===== config.mk =====
export PLATFORM = sky130hd
export DESIGN_NAME = bidirectional_flow_stats_update
export DESIGN_NICKNAME = d
export VERILOG_FILES = /design/src/rtl/core/bfsu_pkg.sv /design/src/rtl/core/bidirectional_flow_stats_update.sv /design/src/rtl/core/bfsu_front.sv /design/src/rtl/core/bfsu_queue.sv /design/src/rtl/core/bfsu_back.sv
export SDC_FILE = /design/constraint.sdc
export NUM_CORES = 2
export LEC_CHECK = 0
export BUFFER_PORTS_ARGS = -buffer_cell sky130_fd_sc_hd__buf_2
export CAP_MARGIN = 25
export CORE_MARGIN = 8
export CORE_UTILIZATION = 40
export DETAILED_ROUTE_END_ITERATION = 12
export SLEW_MARGIN = 20
export SYNTH_ARGS = -nofsm -noshare
export SYNTH_HDL_FRONTEND = slang
export SYNTH_SLANG_ARGS = --single-unit

===== constraint.sdc =====
create_clock -name clk -period 11.6 [get_ports clk]
set_input_delay 0.58 -clock clk [delete_from_list [all_inputs] [get_ports clk]]
set_output_delay 0.58 -clock clk [all_outputs]
set_load 0.03 [all_outputs]

===== src/rtl/core/bfsu_pkg.sv =====
// Shared types, constants and helper functions for the flow statistics block.
// No dependencies; imported by bfsu_front, bfsu_queue, bfsu_back and the top module.
package bfsu_pkg;

    localparam logic [7:0]  PROTO_TCP     = 8'd6;
    localparam int          FLAG_FIN_BIT  = 0;
    localparam int          FLAG_SYN_BIT  = 1;
    localparam int          FLAG_RST_BIT  = 2;
    localparam logic [19:0] US_PER_SECOND = 20'd1000000;
    localparam logic [31:0] COUNT_MAX     = 32'hFFFF_FFFF;
    localparam logic [47:0] BYTES_MAX     = 48'hFFFF_FFFF_FFFF;

    // Decoupling queue between classifier and update engine
    localparam int QUEUE_DEPTH = 2;
    localparam int QUEUE_PTR_W = $clog2(QUEUE_DEPTH);

    typedef enum logic [1:0] {
        SLOT_A     = 2'd0,
        SLOT_B     = 2'd1,
        SLOT_OTHER = 2'd2
    } slot_t;

    typedef struct packed {
        logic [31:0] src_address;
        logic [31:0] dst_address;
        logic [15:0] source_port;
        logic [15:0] dest_port;
        logic [7:0]  protocol;
    } flow_key_t;

    // Per-packet class bits decided at the front
    typedef struct packed {
        logic truncated;
        logic syn_hit;
        logic fin_hit;
        logic rst_hit;
    } pkt_class_t;

    // First front stage: timestamp product not yet combined
    typedef struct packed {
        flow_key_t   key;
        logic [51:0] product;
        logic [19:0] usecs;
        logic [17:0] cap_length;
        logic [17:0] wire_length;
        pkt_class_t  cls;
    } front_stage_t;

    // Classified descriptor handed to the update engine
    typedef struct packed {
        flow_key_t   key;
        logic [51:0] time_us;
        logic [17:0] cap_length;
        logic [17:0] wire_length;
        pkt_class_t  cls;
    } pkt_desc_t;

    function automatic logic [31:0] sat_inc32(input logic [31:0] value, input logic en);
        logic [31:0] result;
        result = value;
        if (en && (value != COUNT_MAX))
        begin
            result = value + 32'd1;
        end
        return result;
    endfunction

    function automatic logic [47:0] sat_add48(input logic [47:0] acc, input logic [17:0] len);
        logic [48:0] sum;
        sum = {1'b0, acc} + {31'b0, len};
        return sum[48] ? BYTES_MAX : sum[47:0];
    endfunction

endpackage


===== src/rtl/core/bidirectional_flow_stats_update.sv =====
// Path: a packet beat passes two front stages (the timestamp multiply is staged), the
// queue and the record registers. Throughput: one packet beat per cycle while rec_stall
// is low; the record update (compare and add on 48- and 52-bit fields) is combinational.
// Reset: rst_n is asynchronous, active low; clears the record and both key valid bits.
// Built from bfsu_front, bfsu_queue and bfsu_back; uses bfsu_pkg.
module bidirectional_flow_stats_update (
    input  logic        clk,
    input  logic        rst_n,
    input  logic        pkt_valid,
    output logic        pkt_stall,
    input  logic [31:0] src_address,
    input  logic [31:0] dst_address,
    input  logic [15:0] source_port,
    input  logic [15:0] dest_port,
    input  logic [7:0]  protocol,
    input  logic [31:0] ts_seconds,
    input  logic [19:0] ts_microseconds,
    input  logic [17:0] cap_length,
    input  logic [17:0] wire_length,
    input  logic [7:0]  flag_byte,
    output logic        rec_valid,
    input  logic        rec_stall,
    output logic [1:0]  direction_slot,
    output logic [31:0] packet_total,
    output logic [47:0] byte_total,
    output logic [47:0] captured_byte_total,
    output logic [51:0] first_time_us,
    output logic [51:0] last_time_us,
    output logic [31:0] truncated_total,
    output logic [17:0] max_wire_length,
    output logic [17:0] max_capture_length,
    output logic [31:0] syn_total,
    output logic [31:0] fin_total,
    output logic [31:0] rst_total
);
    import bfsu_pkg::*;

    logic      push_valid;
    logic      push_ready;
    pkt_desc_t push_desc;
    logic      head_valid;
    logic      head_ready;
    pkt_desc_t head_desc;

    // Classifier and timestamp builder
    bfsu_front u_front (
        .clk             (clk),
        .rst_n           (rst_n),
        .pkt_valid       (pkt_valid),
        .pkt_stall       (pkt_stall),
        .src_address     (src_address),
        .dst_address     (dst_address),
        .source_port     (source_port),
        .dest_port       (dest_port),
        .protocol        (protocol),
        .ts_seconds      (ts_seconds),
        .ts_microseconds (ts_microseconds),
        .cap_length      (cap_length),
        .wire_length     (wire_length),
        .flag_byte       (flag_byte),
        .desc_valid      (push_valid),
        .desc            (push_desc),
        .desc_ready      (push_ready)
    );

    // Decoupling queue
    bfsu_queue u_queue (
        .clk        (clk),
        .rst_n      (rst_n),
        .push_valid (push_valid),
        .push_ready (push_ready),
        .push_desc  (push_desc),
        .pop_valid  (head_valid),
        .pop_ready  (head_ready),
        .pop_desc   (head_desc)
    );

    // Record update engine
    bfsu_back u_back (
        .clk                 (clk),
        .rst_n               (rst_n),
        .head_valid          (head_valid),
        .head_ready          (head_ready),
        .head_desc           (head_desc),
        .rec_valid           (rec_valid),
        .rec_stall           (rec_stall),
        .direction_slot      (direction_slot),
        .packet_total        (packet_total),
        .byte_total          (byte_total),
        .captured_byte_total (captured_byte_total),
        .first_time_us       (first_time_us),
        .last_time_us        (last_time_us),
        .truncated_total     (truncated_total),
        .max_wire_length     (max_wire_length),
        .max_capture_length  (max_capture_length),
        .syn_total           (syn_total),
        .fin_total           (fin_total),
        .rst_total           (rst_total)
    );

endmodule


===== src/rtl/core/bfsu_front.sv =====
// Front end: accepts packet beats, decodes flags and truncation, and builds
// the microsecond timestamp over two stages. Depends on bfsu_pkg.
module bfsu_front (
    input  logic                clk,
    input  logic                rst_n,
    input  logic                pkt_valid,
    output logic                pkt_stall,
    input  logic [31:0]         src_address,
    input  logic [31:0]         dst_address,
    input  logic [15:0]         source_port,
    input  logic [15:0]         dest_port,
    input  logic [7:0]          protocol,
    input  logic [31:0]         ts_seconds,
    input  logic [19:0]         ts_microseconds,
    input  logic [17:0]         cap_length,
    input  logic [17:0]         wire_length,
    input  logic [7:0]          flag_byte,
    output logic                desc_valid,
    output bfsu_pkg::pkt_desc_t desc,
    input  logic                desc_ready
);
    import bfsu_pkg::*;

    logic         s1_valid_reg;
    logic         s1_valid_next;
    front_stage_t s1_reg;
    front_stage_t s1_next;
    logic         s2_valid_reg;
    logic         s2_valid_next;
    pkt_desc_t    s2_reg;
    pkt_desc_t    s2_next;
    logic         s1_ready;
    logic         s2_ready;
    logic         is_tcp;

    // Elastic two-stage pipe
    assign s2_ready  = !s2_valid_reg || desc_ready;
    assign s1_ready  = !s1_valid_reg || s2_ready;
    assign pkt_stall = !s1_ready;

    assign s1_valid_next = s1_ready ? pkt_valid : s1_valid_reg;
    assign s2_valid_next = s2_ready ? s1_valid_reg : s2_valid_reg;

    // Stage 1: classify and multiply seconds up to microseconds
    assign is_tcp = (protocol == PROTO_TCP);

    always_comb
    begin
        s1_next.key.src_address = src_address;
        s1_next.key.dst_address = dst_address;
        s1_next.key.source_port = source_port;
        s1_next.key.dest_port   = dest_port;
        s1_next.key.protocol    = protocol;
        s1_next.product         = 52'(ts_seconds) * 52'(US_PER_SECOND);
        s1_next.usecs           = ts_microseconds;
        s1_next.cap_length      = cap_length;
        s1_next.wire_length     = wire_length;
        s1_next.cls.truncated   = (cap_length < wire_length);
        s1_next.cls.syn_hit     = is_tcp && flag_byte[FLAG_SYN_BIT];
        s1_next.cls.fin_hit     = is_tcp && flag_byte[FLAG_FIN_BIT];
        s1_next.cls.rst_hit     = is_tcp && flag_byte[FLAG_RST_BIT];
    end

    // Stage 2: add the microsecond part
    always_comb
    begin
        s2_next.key         = s1_reg.key;
        s2_next.time_us     = s1_reg.product + 52'(s1_reg.usecs);
        s2_next.cap_length  = s1_reg.cap_length;
        s2_next.wire_length = s1_reg.wire_length;
        s2_next.cls         = s1_reg.cls;
    end

    // Stage valid bits
    always_ff @(posedge clk or negedge rst_n)
    begin
        if (!rst_n)
        begin
            s1_valid_reg <= 1'b0;
            s2_valid_reg <= 1'b0;
        end
        else
        begin
            s1_valid_reg <= s1_valid_next;
            s2_valid_reg <= s2_valid_next;
        end
    end

    // Stage payloads
    always_ff @(posedge clk)
    begin
        if (s1_ready)
        begin
            s1_reg <= s1_next;
        end
        if (s2_ready)
        begin
            s2_reg <= s2_next;
        end
    end

    assign desc_valid = s2_valid_reg;
    assign desc       = s2_reg;

endmodule


===== src/rtl/core/bfsu_queue.sv =====
// Short FIFO that decouples the front end from the update engine.
// Depends on bfsu_pkg for the descriptor type and depth.
module bfsu_queue (
    input  logic                clk,
    input  logic                rst_n,
    input  logic                push_valid,
    output logic                push_ready,
    input  bfsu_pkg::pkt_desc_t push_desc,
    output logic                pop_valid,
    input  logic                pop_ready,
    output bfsu_pkg::pkt_desc_t pop_desc
);
    import bfsu_pkg::*;

    pkt_desc_t              entry_q [QUEUE_DEPTH];
    logic [QUEUE_PTR_W-1:0] wr_ptr_reg;
    logic [QUEUE_PTR_W-1:0] wr_ptr_next;
    logic [QUEUE_PTR_W-1:0] rd_ptr_reg;
    logic [QUEUE_PTR_W-1:0] rd_ptr_next;
    logic [QUEUE_PTR_W:0]   count_reg;
    logic [QUEUE_PTR_W:0]   count_next;
    logic                   do_push;
    logic                   do_pop;

    assign push_ready = (count_reg != (QUEUE_PTR_W + 1)'(QUEUE_DEPTH));
    assign pop_valid  = (count_reg != '0);
    assign do_push    = push_valid && push_ready;
    assign do_pop     = pop_valid && pop_ready;
    assign pop_desc   = entry_q[rd_ptr_reg];

    // Pointer and occupancy update
    always_comb
    begin
        wr_ptr_next = wr_ptr_reg;
        rd_ptr_next = rd_ptr_reg;
        count_next  = count_reg;
        if (do_push)
        begin
            wr_ptr_next = (wr_ptr_reg == QUEUE_PTR_W'(QUEUE_DEPTH - 1)) ? '0
                          : wr_ptr_reg + QUEUE_PTR_W'(1);
        end
        if (do_pop)
        begin
            rd_ptr_next = (rd_ptr_reg == QUEUE_PTR_W'(QUEUE_DEPTH - 1)) ? '0
                          : rd_ptr_reg + QUEUE_PTR_W'(1);
        end
        case ({do_push, do_pop})
            2'b10:   count_next = count_reg + (QUEUE_PTR_W + 1)'(1);
            2'b01:   count_next = count_reg - (QUEUE_PTR_W + 1)'(1);
            default: count_next = count_reg;
        endcase
    end

    always_ff @(posedge clk or negedge rst_n)
    begin
        if (!rst_n)
        begin
            wr_ptr_reg <= '0;
            rd_ptr_reg <= '0;
            count_reg  <= '0;
        end
        else
        begin
            wr_ptr_reg <= wr_ptr_next;
            rd_ptr_reg <= rd_ptr_next;
            count_reg  <= count_next;
        end
    end

    // Entry storage
    always_ff @(posedge clk)
    begin
        if (do_push)
        begin
            entry_q[wr_ptr_reg] <= push_desc;
        end
    end

endmodule


===== src/rtl/core/bfsu_back.sv =====
// Update engine: while not stalled, applies one descriptor per cycle to the
// connection record, presented as the result beat. Depends on bfsu_pkg.
module bfsu_back (
    input  logic                clk,
    input  logic                rst_n,
    input  logic                head_valid,
    output logic                head_ready,
    input  bfsu_pkg::pkt_desc_t head_desc,
    output logic                rec_valid,
    input  logic                rec_stall,
    output logic [1:0]          direction_slot,
    output logic [31:0]         packet_total,
    output logic [47:0]         byte_total,
    output logic [47:0]         captured_byte_total,
    output logic [51:0]         first_time_us,
    output logic [51:0]         last_time_us,
    output logic [31:0]         truncated_total,
    output logic [17:0]         max_wire_length,
    output logic [17:0]         max_capture_length,
    output logic [31:0]         syn_total,
    output logic [31:0]         fin_total,
    output logic [31:0]         rst_total
);
    import bfsu_pkg::*;

    logic        rec_valid_reg, rec_valid_next;
    slot_t       slot_reg, slot_next;
    logic        dir_a_valid_reg, dir_a_valid_next;
    logic        dir_b_valid_reg, dir_b_valid_next;
    flow_key_t   dir_a_key_reg, dir_a_key_next;
    flow_key_t   dir_b_key_reg, dir_b_key_next;
    logic [31:0] pkt_count_reg, pkt_count_next;
    logic [47:0] wire_bytes_reg, wire_bytes_next;
    logic [47:0] cap_bytes_reg, cap_bytes_next;
    logic [51:0] earliest_reg, earliest_next;
    logic [51:0] latest_reg, latest_next;
    logic [31:0] trunc_count_reg, trunc_count_next;
    logic [17:0] max_wire_reg, max_wire_next;
    logic [17:0] max_cap_reg, max_cap_next;
    logic [31:0] syn_count_reg, syn_count_next;
    logic [31:0] fin_count_reg, fin_count_next;
    logic [31:0] rst_count_reg, rst_count_next;
    logic        take;
    logic        first_pkt;
    logic        a_hit;
    logic        b_hit;

    // Result register frees up when empty or being drained this cycle
    assign head_ready = !rec_valid_reg || !rec_stall;
    assign take       = head_valid && head_ready;

    assign first_pkt = (pkt_count_reg == '0);
    assign a_hit     = (dir_a_key_reg == head_desc.key);
    assign b_hit     = (dir_b_key_reg == head_desc.key);

    assign rec_valid_next = take || (rec_valid_reg && rec_stall);

    // Record update
    always_comb
    begin
        slot_next        = slot_reg;
        dir_a_valid_next = dir_a_valid_reg;
        dir_b_valid_next = dir_b_valid_reg;
        dir_a_key_next   = dir_a_key_reg;
        dir_b_key_next   = dir_b_key_reg;
        pkt_count_next   = pkt_count_reg;
        wire_bytes_next  = wire_bytes_reg;
        cap_bytes_next   = cap_bytes_reg;
        earliest_next    = earliest_reg;
        latest_next      = latest_reg;
        trunc_count_next = trunc_count_reg;
        max_wire_next    = max_wire_reg;
        max_cap_next     = max_cap_reg;
        syn_count_next   = syn_count_reg;
        fin_count_next   = fin_count_reg;
        rst_count_next   = rst_count_reg;
        if (take)
        begin
            pkt_count_next   = sat_inc32(pkt_count_reg, 1'b1);
            wire_bytes_next  = sat_add48(wire_bytes_reg, head_desc.wire_length);
            cap_bytes_next   = sat_add48(cap_bytes_reg, head_desc.cap_length);
            trunc_count_next = sat_inc32(trunc_count_reg, head_desc.cls.truncated);
            syn_count_next   = sat_inc32(syn_count_reg, head_desc.cls.syn_hit);
            fin_count_next   = sat_inc32(fin_count_reg, head_desc.cls.fin_hit);
            rst_count_next   = sat_inc32(rst_count_reg, head_desc.cls.rst_hit);

            // Time window: first packet sets both ends, later ones widen it
            if (first_pkt || (head_desc.time_us < earliest_reg))
            begin
                earliest_next = head_desc.time_us;
            end
            if (first_pkt || (head_desc.time_us > latest_reg))
            begin
                latest_next = head_desc.time_us;
            end

            if (head_desc.wire_length > max_wire_reg)
            begin
                max_wire_next = head_desc.wire_length;
            end
            if (head_desc.cap_length > max_cap_reg)
            begin
                max_cap_next = head_desc.cap_length;
            end

            // Direction lookup; first two distinct keys claim A then B
            if (!dir_a_valid_reg)
            begin
                dir_a_valid_next = 1'b1;
                dir_a_key_next   = head_desc.key;
                slot_next        = SLOT_A;
            end
            else if (a_hit)
            begin
                slot_next = SLOT_A;
            end
            else if (!dir_b_valid_reg)
            begin
                dir_b_valid_next = 1'b1;
                dir_b_key_next   = head_desc.key;
                slot_next        = SLOT_B;
            end
            else if (b_hit)
            begin
                slot_next = SLOT_B;
            end
            else
            begin
                slot_next = SLOT_OTHER;
            end
        end
    end

    // Control and counters
    always_ff @(posedge clk or negedge rst_n)
    begin
        if (!rst_n)
        begin
            rec_valid_reg   <= 1'b0;
            slot_reg        <= SLOT_A;
            dir_a_valid_reg <= 1'b0;
            dir_b_valid_reg <= 1'b0;
            pkt_count_reg   <= '0;
            wire_bytes_reg  <= '0;
            cap_bytes_reg   <= '0;
            earliest_reg    <= '0;
            latest_reg      <= '0;
            trunc_count_reg <= '0;
            max_wire_reg    <= '0;
            max_cap_reg     <= '0;
            syn_count_reg   <= '0;
            fin_count_reg   <= '0;
            rst_count_reg   <= '0;
        end
        else
        begin
            rec_valid_reg   <= rec_valid_next;
            slot_reg        <= slot_next;
            dir_a_valid_reg <= dir_a_valid_next;
            dir_b_valid_reg <= dir_b_valid_next;
            pkt_count_reg   <= pkt_count_next;
            wire_bytes_reg  <= wire_bytes_next;
            cap_bytes_reg   <= cap_bytes_next;
            earliest_reg    <= earliest_next;
            latest_reg      <= latest_next;
            trunc_count_reg <= trunc_count_next;
            max_wire_reg    <= max_wire_next;
            max_cap_reg     <= max_cap_next;
            syn_count_reg   <= syn_count_next;
            fin_count_reg   <= fin_count_next;
            rst_count_reg   <= rst_count_next;
        end
    end

    // Direction keys, guarded by their valid bits
    always_ff @(posedge clk)
    begin
        dir_a_key_reg <= dir_a_key_next;
        dir_b_key_reg <= dir_b_key_next;
    end

    // Record registers double as the result beat
    assign rec_valid           = rec_valid_reg;
    assign direction_slot      = slot_reg;
    assign packet_total        = pkt_count_reg;
    assign byte_total          = wire_bytes_reg;
    assign captured_byte_total = cap_bytes_reg;
    assign first_time_us       = earliest_reg;
    assign last_time_us        = latest_reg;
    assign truncated_total     = trunc_count_reg;
    assign max_wire_length     = max_wire_reg;
    assign max_capture_length  = max_cap_reg;
    assign syn_total           = syn_count_reg;
    assign fin_total           = fin_count_reg;
    assign rst_total           = rst_count_reg;

endmodule


==> summary.txt <==
Hold path
  • Hold path endpoint: u_front.s1_reg[122]
  • Hold path startpoint: dest_port[2]
  • Hold crit path type: in -> reg
  • Hold Path Depth: 1

Critical path
  • Setup crit start kind: register
  • Worst r2r src: u_queue.rd_ptr_reg
  • CP Data Required Time: 12.26 ns
  • Worst setup EP type: register
  • CP delay by family, top: compound AO/OA/AOI/OAI gates
  • Crit-path max FO: 38
  • Crit-path slowest cell: dfrtp_4
  • Crit path DAT: 7.25 ns
  • FF-to-FF path depth: 12
  • Crit path kind: reg -> reg
  • Slack of the worst reg-to-reg path: 5.01 ns
  • CP peak stage delay: 0.82 ns
  • Crit-path most repeated cell: buf_4
  • Buffer and inverter count on the worst path: 3
  • CP Cell Sequence: buf_4 > buf_4 > mux2_2 > ha_1 > nand4_1 > nor4_1 > o21ai_0 > a21boi_0 > a211oi_1 > a21oi_4 > buf_4 > mux2_2
  • Reg2reg end: u_back.last_time_us[39]

STA
  • Final clock skew: 0.0623 ns
  • Hold violation total from the final report: 0
  • Slew Limit Fails: 0
  • Max_slew headroom: 22.3%
  • Fin crit period: 6.59 ns
  • Hold WS: 0.0652 ns
  • RSZ-0062 raised after global routing: no
  • Final worst slack: 5.01 ns
  • Setup TNS: 0 ns
  • Period utilization: 56.8%
  • Final setup fails: 0
  • Max Freq: 152 MHz
  • Worst-Margin Slew: 1.17 ns

Floorplanning
  • Die area: 179000 um^2
  • Top-level port count: 604
  • Number of cell rows: 149
  • Die Width: 423 um
  • Die Y-Extent: 423 um
  • Core Area: 165000 um^2
  • Initial core utilization: 40.2%

Finish
  • Area delta synth->final: 18.9%
  • Total Nets Final: 6287
  • Fin area: 78800 um^2
  • Share of cells above drive strength 1: 19.9%
  • Post-route non-filler standard cell count: 7908
  • Max FFs per register: 392
  • Fillcell total: 14400

Synth
  • Post-synth EDFFs: 1006
  • Cell with the most instances after synthesis: edfxtp_1
  • Synth Warn #: 0
  • Sequential share of the synthesized area: 61.0%
  • Syn Std Cell Area: 66200 um^2
  • Post-synth top cells: edfxtp_1 (1006), inv_1 (496), dfrtp_1 (407), ha_1 (366), xnor2_1 (275)
  • Synth async-reset ratio: 28.8%
  • Cell taking the most area after synthesis: edfxtp_1
  • Cell variety after synth: 99
  • Seq cells post-synth: 1413
  • Syn_nets: 5416
  • Syn Area/Cell: 14.1 um^2
  • Synth top area share: 45.6%
  • Most used DFF post-synth: edfxtp_1
  • Syn Inst Count: 4708
  • Synth area leaders: edfxtp_1 (46%), dfrtp_1 (15%), ha_1 (6.9%)

Place
  • PortBufs: 598
  • Placer Congestion: 0.871
  • Pre-CTS setup slack: 4.80 ns
  • Post-DP HPWL: 125000 um
  • Placed cell areas: 71900 um^2
  • Number of instances in the placed design: 7459

Power and ir drop
  • Flop pwr share: 35.0%
  • Switching Fraction: 39.6%
  • P_leak: 0.0337 uW
  • Peak supply drop: 0.000168 V
  • Logic pwr share: 44.0%
  • Switching pwr: 9470 uW
  • Pwr dens: 304 nW/um^2
  • Pint: 14500 uW
  • Clock network fraction of design power: 21.0%

Job
  • Max-cap violations: 0

CTS
  • Buffer count from post-CTS setup fixing: 0
  • H-Tree Depth: 4
  • Worst-Skew Late Latency: 0.82 ns
  • Clk buf depth: 3
  • Clock tree root driver cell: clkbuf_16
  • Clock-pin slew on the worst setup and hold paths: 0.06 ns
  • Sink Count: 1413
  • TritonCTS clock tree: yes
  • Cts bufs inserted: 155

Detailed routing
  • DR iter-0 viols: 2300
  • ANT nets after route: 0
  • Detailed Routing Iterations Pass 1: 5
  • Vias per inst: 4.96
  • DRC viols: 0
  • Wire per inst: 21.3 um
  • DR vias: 39200
  • Final WL: 169000 um

Global route
  • GR Util All Layers: 18.4%
  • Gr ovfl total: 0
  • Vias in the first global route: 40000
  • First-pass GRT wire length: 252000 um
  • Initial antenna violation count: 8
  • Largest net degree at the start of global routing: 152

Run status
  • Status: finished, final reports clean
stage by stage:
step / power (uW) / utilization, %
2_1_floorplan: 16100 / -
3_3_place_gp: 18900 / 43.7
3_5_place_dp: 19100 / 43.7
4_1_cts: 24200 / 47.8
5_1_grt: 25600 / 47.8
6_report: 23900 / 47.8
worst max-delay path by stage:
stage / startpoint / endpoint / slack, ns / cells past startpoint
floorplan: u_queue.count_reg[0] / u_queue.entry_q[0][0] / 2.03 / 4
global placement: ts_seconds[10] / u_front.s1_reg[110] / 4.85 / 21
detailed placement: ts_seconds[10] / u_front.s1_reg[110] / 4.80 / 21
CTS: u_queue.rd_ptr_reg / u_back.last_time_us[48] / 4.84 / 12
global route: u_queue.rd_ptr_reg / u_back.last_time_us[44] / 4.84 / 12
finish: u_queue.rd_ptr_reg / u_back.last_time_us[39] / 5.01 / 12
power by group through the flow:
stage / combinational, uW / clock, uW / sequential (uW)
after global routing: 11700 / 5360 / 8540
after global placement: 10400 / 0 / 8410
after detailed placement: 10600 / 0 / 8490
after floorplan: 6870 / 0 / 9200
after CTS: 10700 / 5160 / 8400
final: 10500 / 5020 / 8380
kinds of logic after synthesis:
group	synth area share [%]
XOR/XNOR	6.61
multiplexers	6.01
flip-flops	61.0
adder cells (fa/ha/maj)	11.1
AND/OR/NAND/NOR	7.16
buffers and inverters	3.46
AO/OA/AOI/OAI	4.68
layout by cell type, fill, tap and decap left out, types with 29 or more instances in the layout:
cell and instances:
xor2_1 225, clkbuf_16 155, buf_4 32, nor2_1 135, nand2_1 227, clkbuf_1 31, edfxtp_1 1006, mux2i_2 30
buf_2 597, nand4_1 131, nor4_1 42, ha_1 366, inv_1 495, fa_1 138, mux2_1 51, dlygate4sd3_1 151
nor3_1 30, clkinv_2 29, mux2i_1 72, dfrtp_1 406, nand3_1 121, a21o_1 82, a31oi_1 34, and3_1 59
and4_1 31, xnor2_1 275, a21oi_1 142, mux2_2 185, o21ai_0 83
layer usage:
| metal | track usage (%) | up-vias | routed length (um) | part of all wire [%] |
|---|---|---|---|---|
| li1 | - | 18700 | - | - |
| met4 | 8.02 | 2 | 8330 | 4.9 |
| met1 | 21.4 | 19600 | 66100 | 39 |
| met2 | 33.3 | 703 | 88000 | 52 |
| met5 | 0 | - | 13 | 0.0077 |
| met3 | 2.96 | 270 | 6040 | 3.6 |
area by class of cell:
cell class	count	area [um^2]	share of cell area [%]
Clock buffer	194	4110	5.21
Timing Repair Buffer	784	4820	6.12
Antenna cell	8	20.0	0.0254
Inverter	497	1870	2.37
Sequential cell	1413	40400	51.3
Clock inverter	95	1220	1.54
Tap cell	2189	2740	3.48
Multi-Input combinational cell	2728	23600	30.0
repair_timing:
item	CTS	global route
hold endpoints to repair	225	0
gates resized for setup	0	0
hold buffers	151	0
Note: power is estimated with default switching activity, not from simulation.
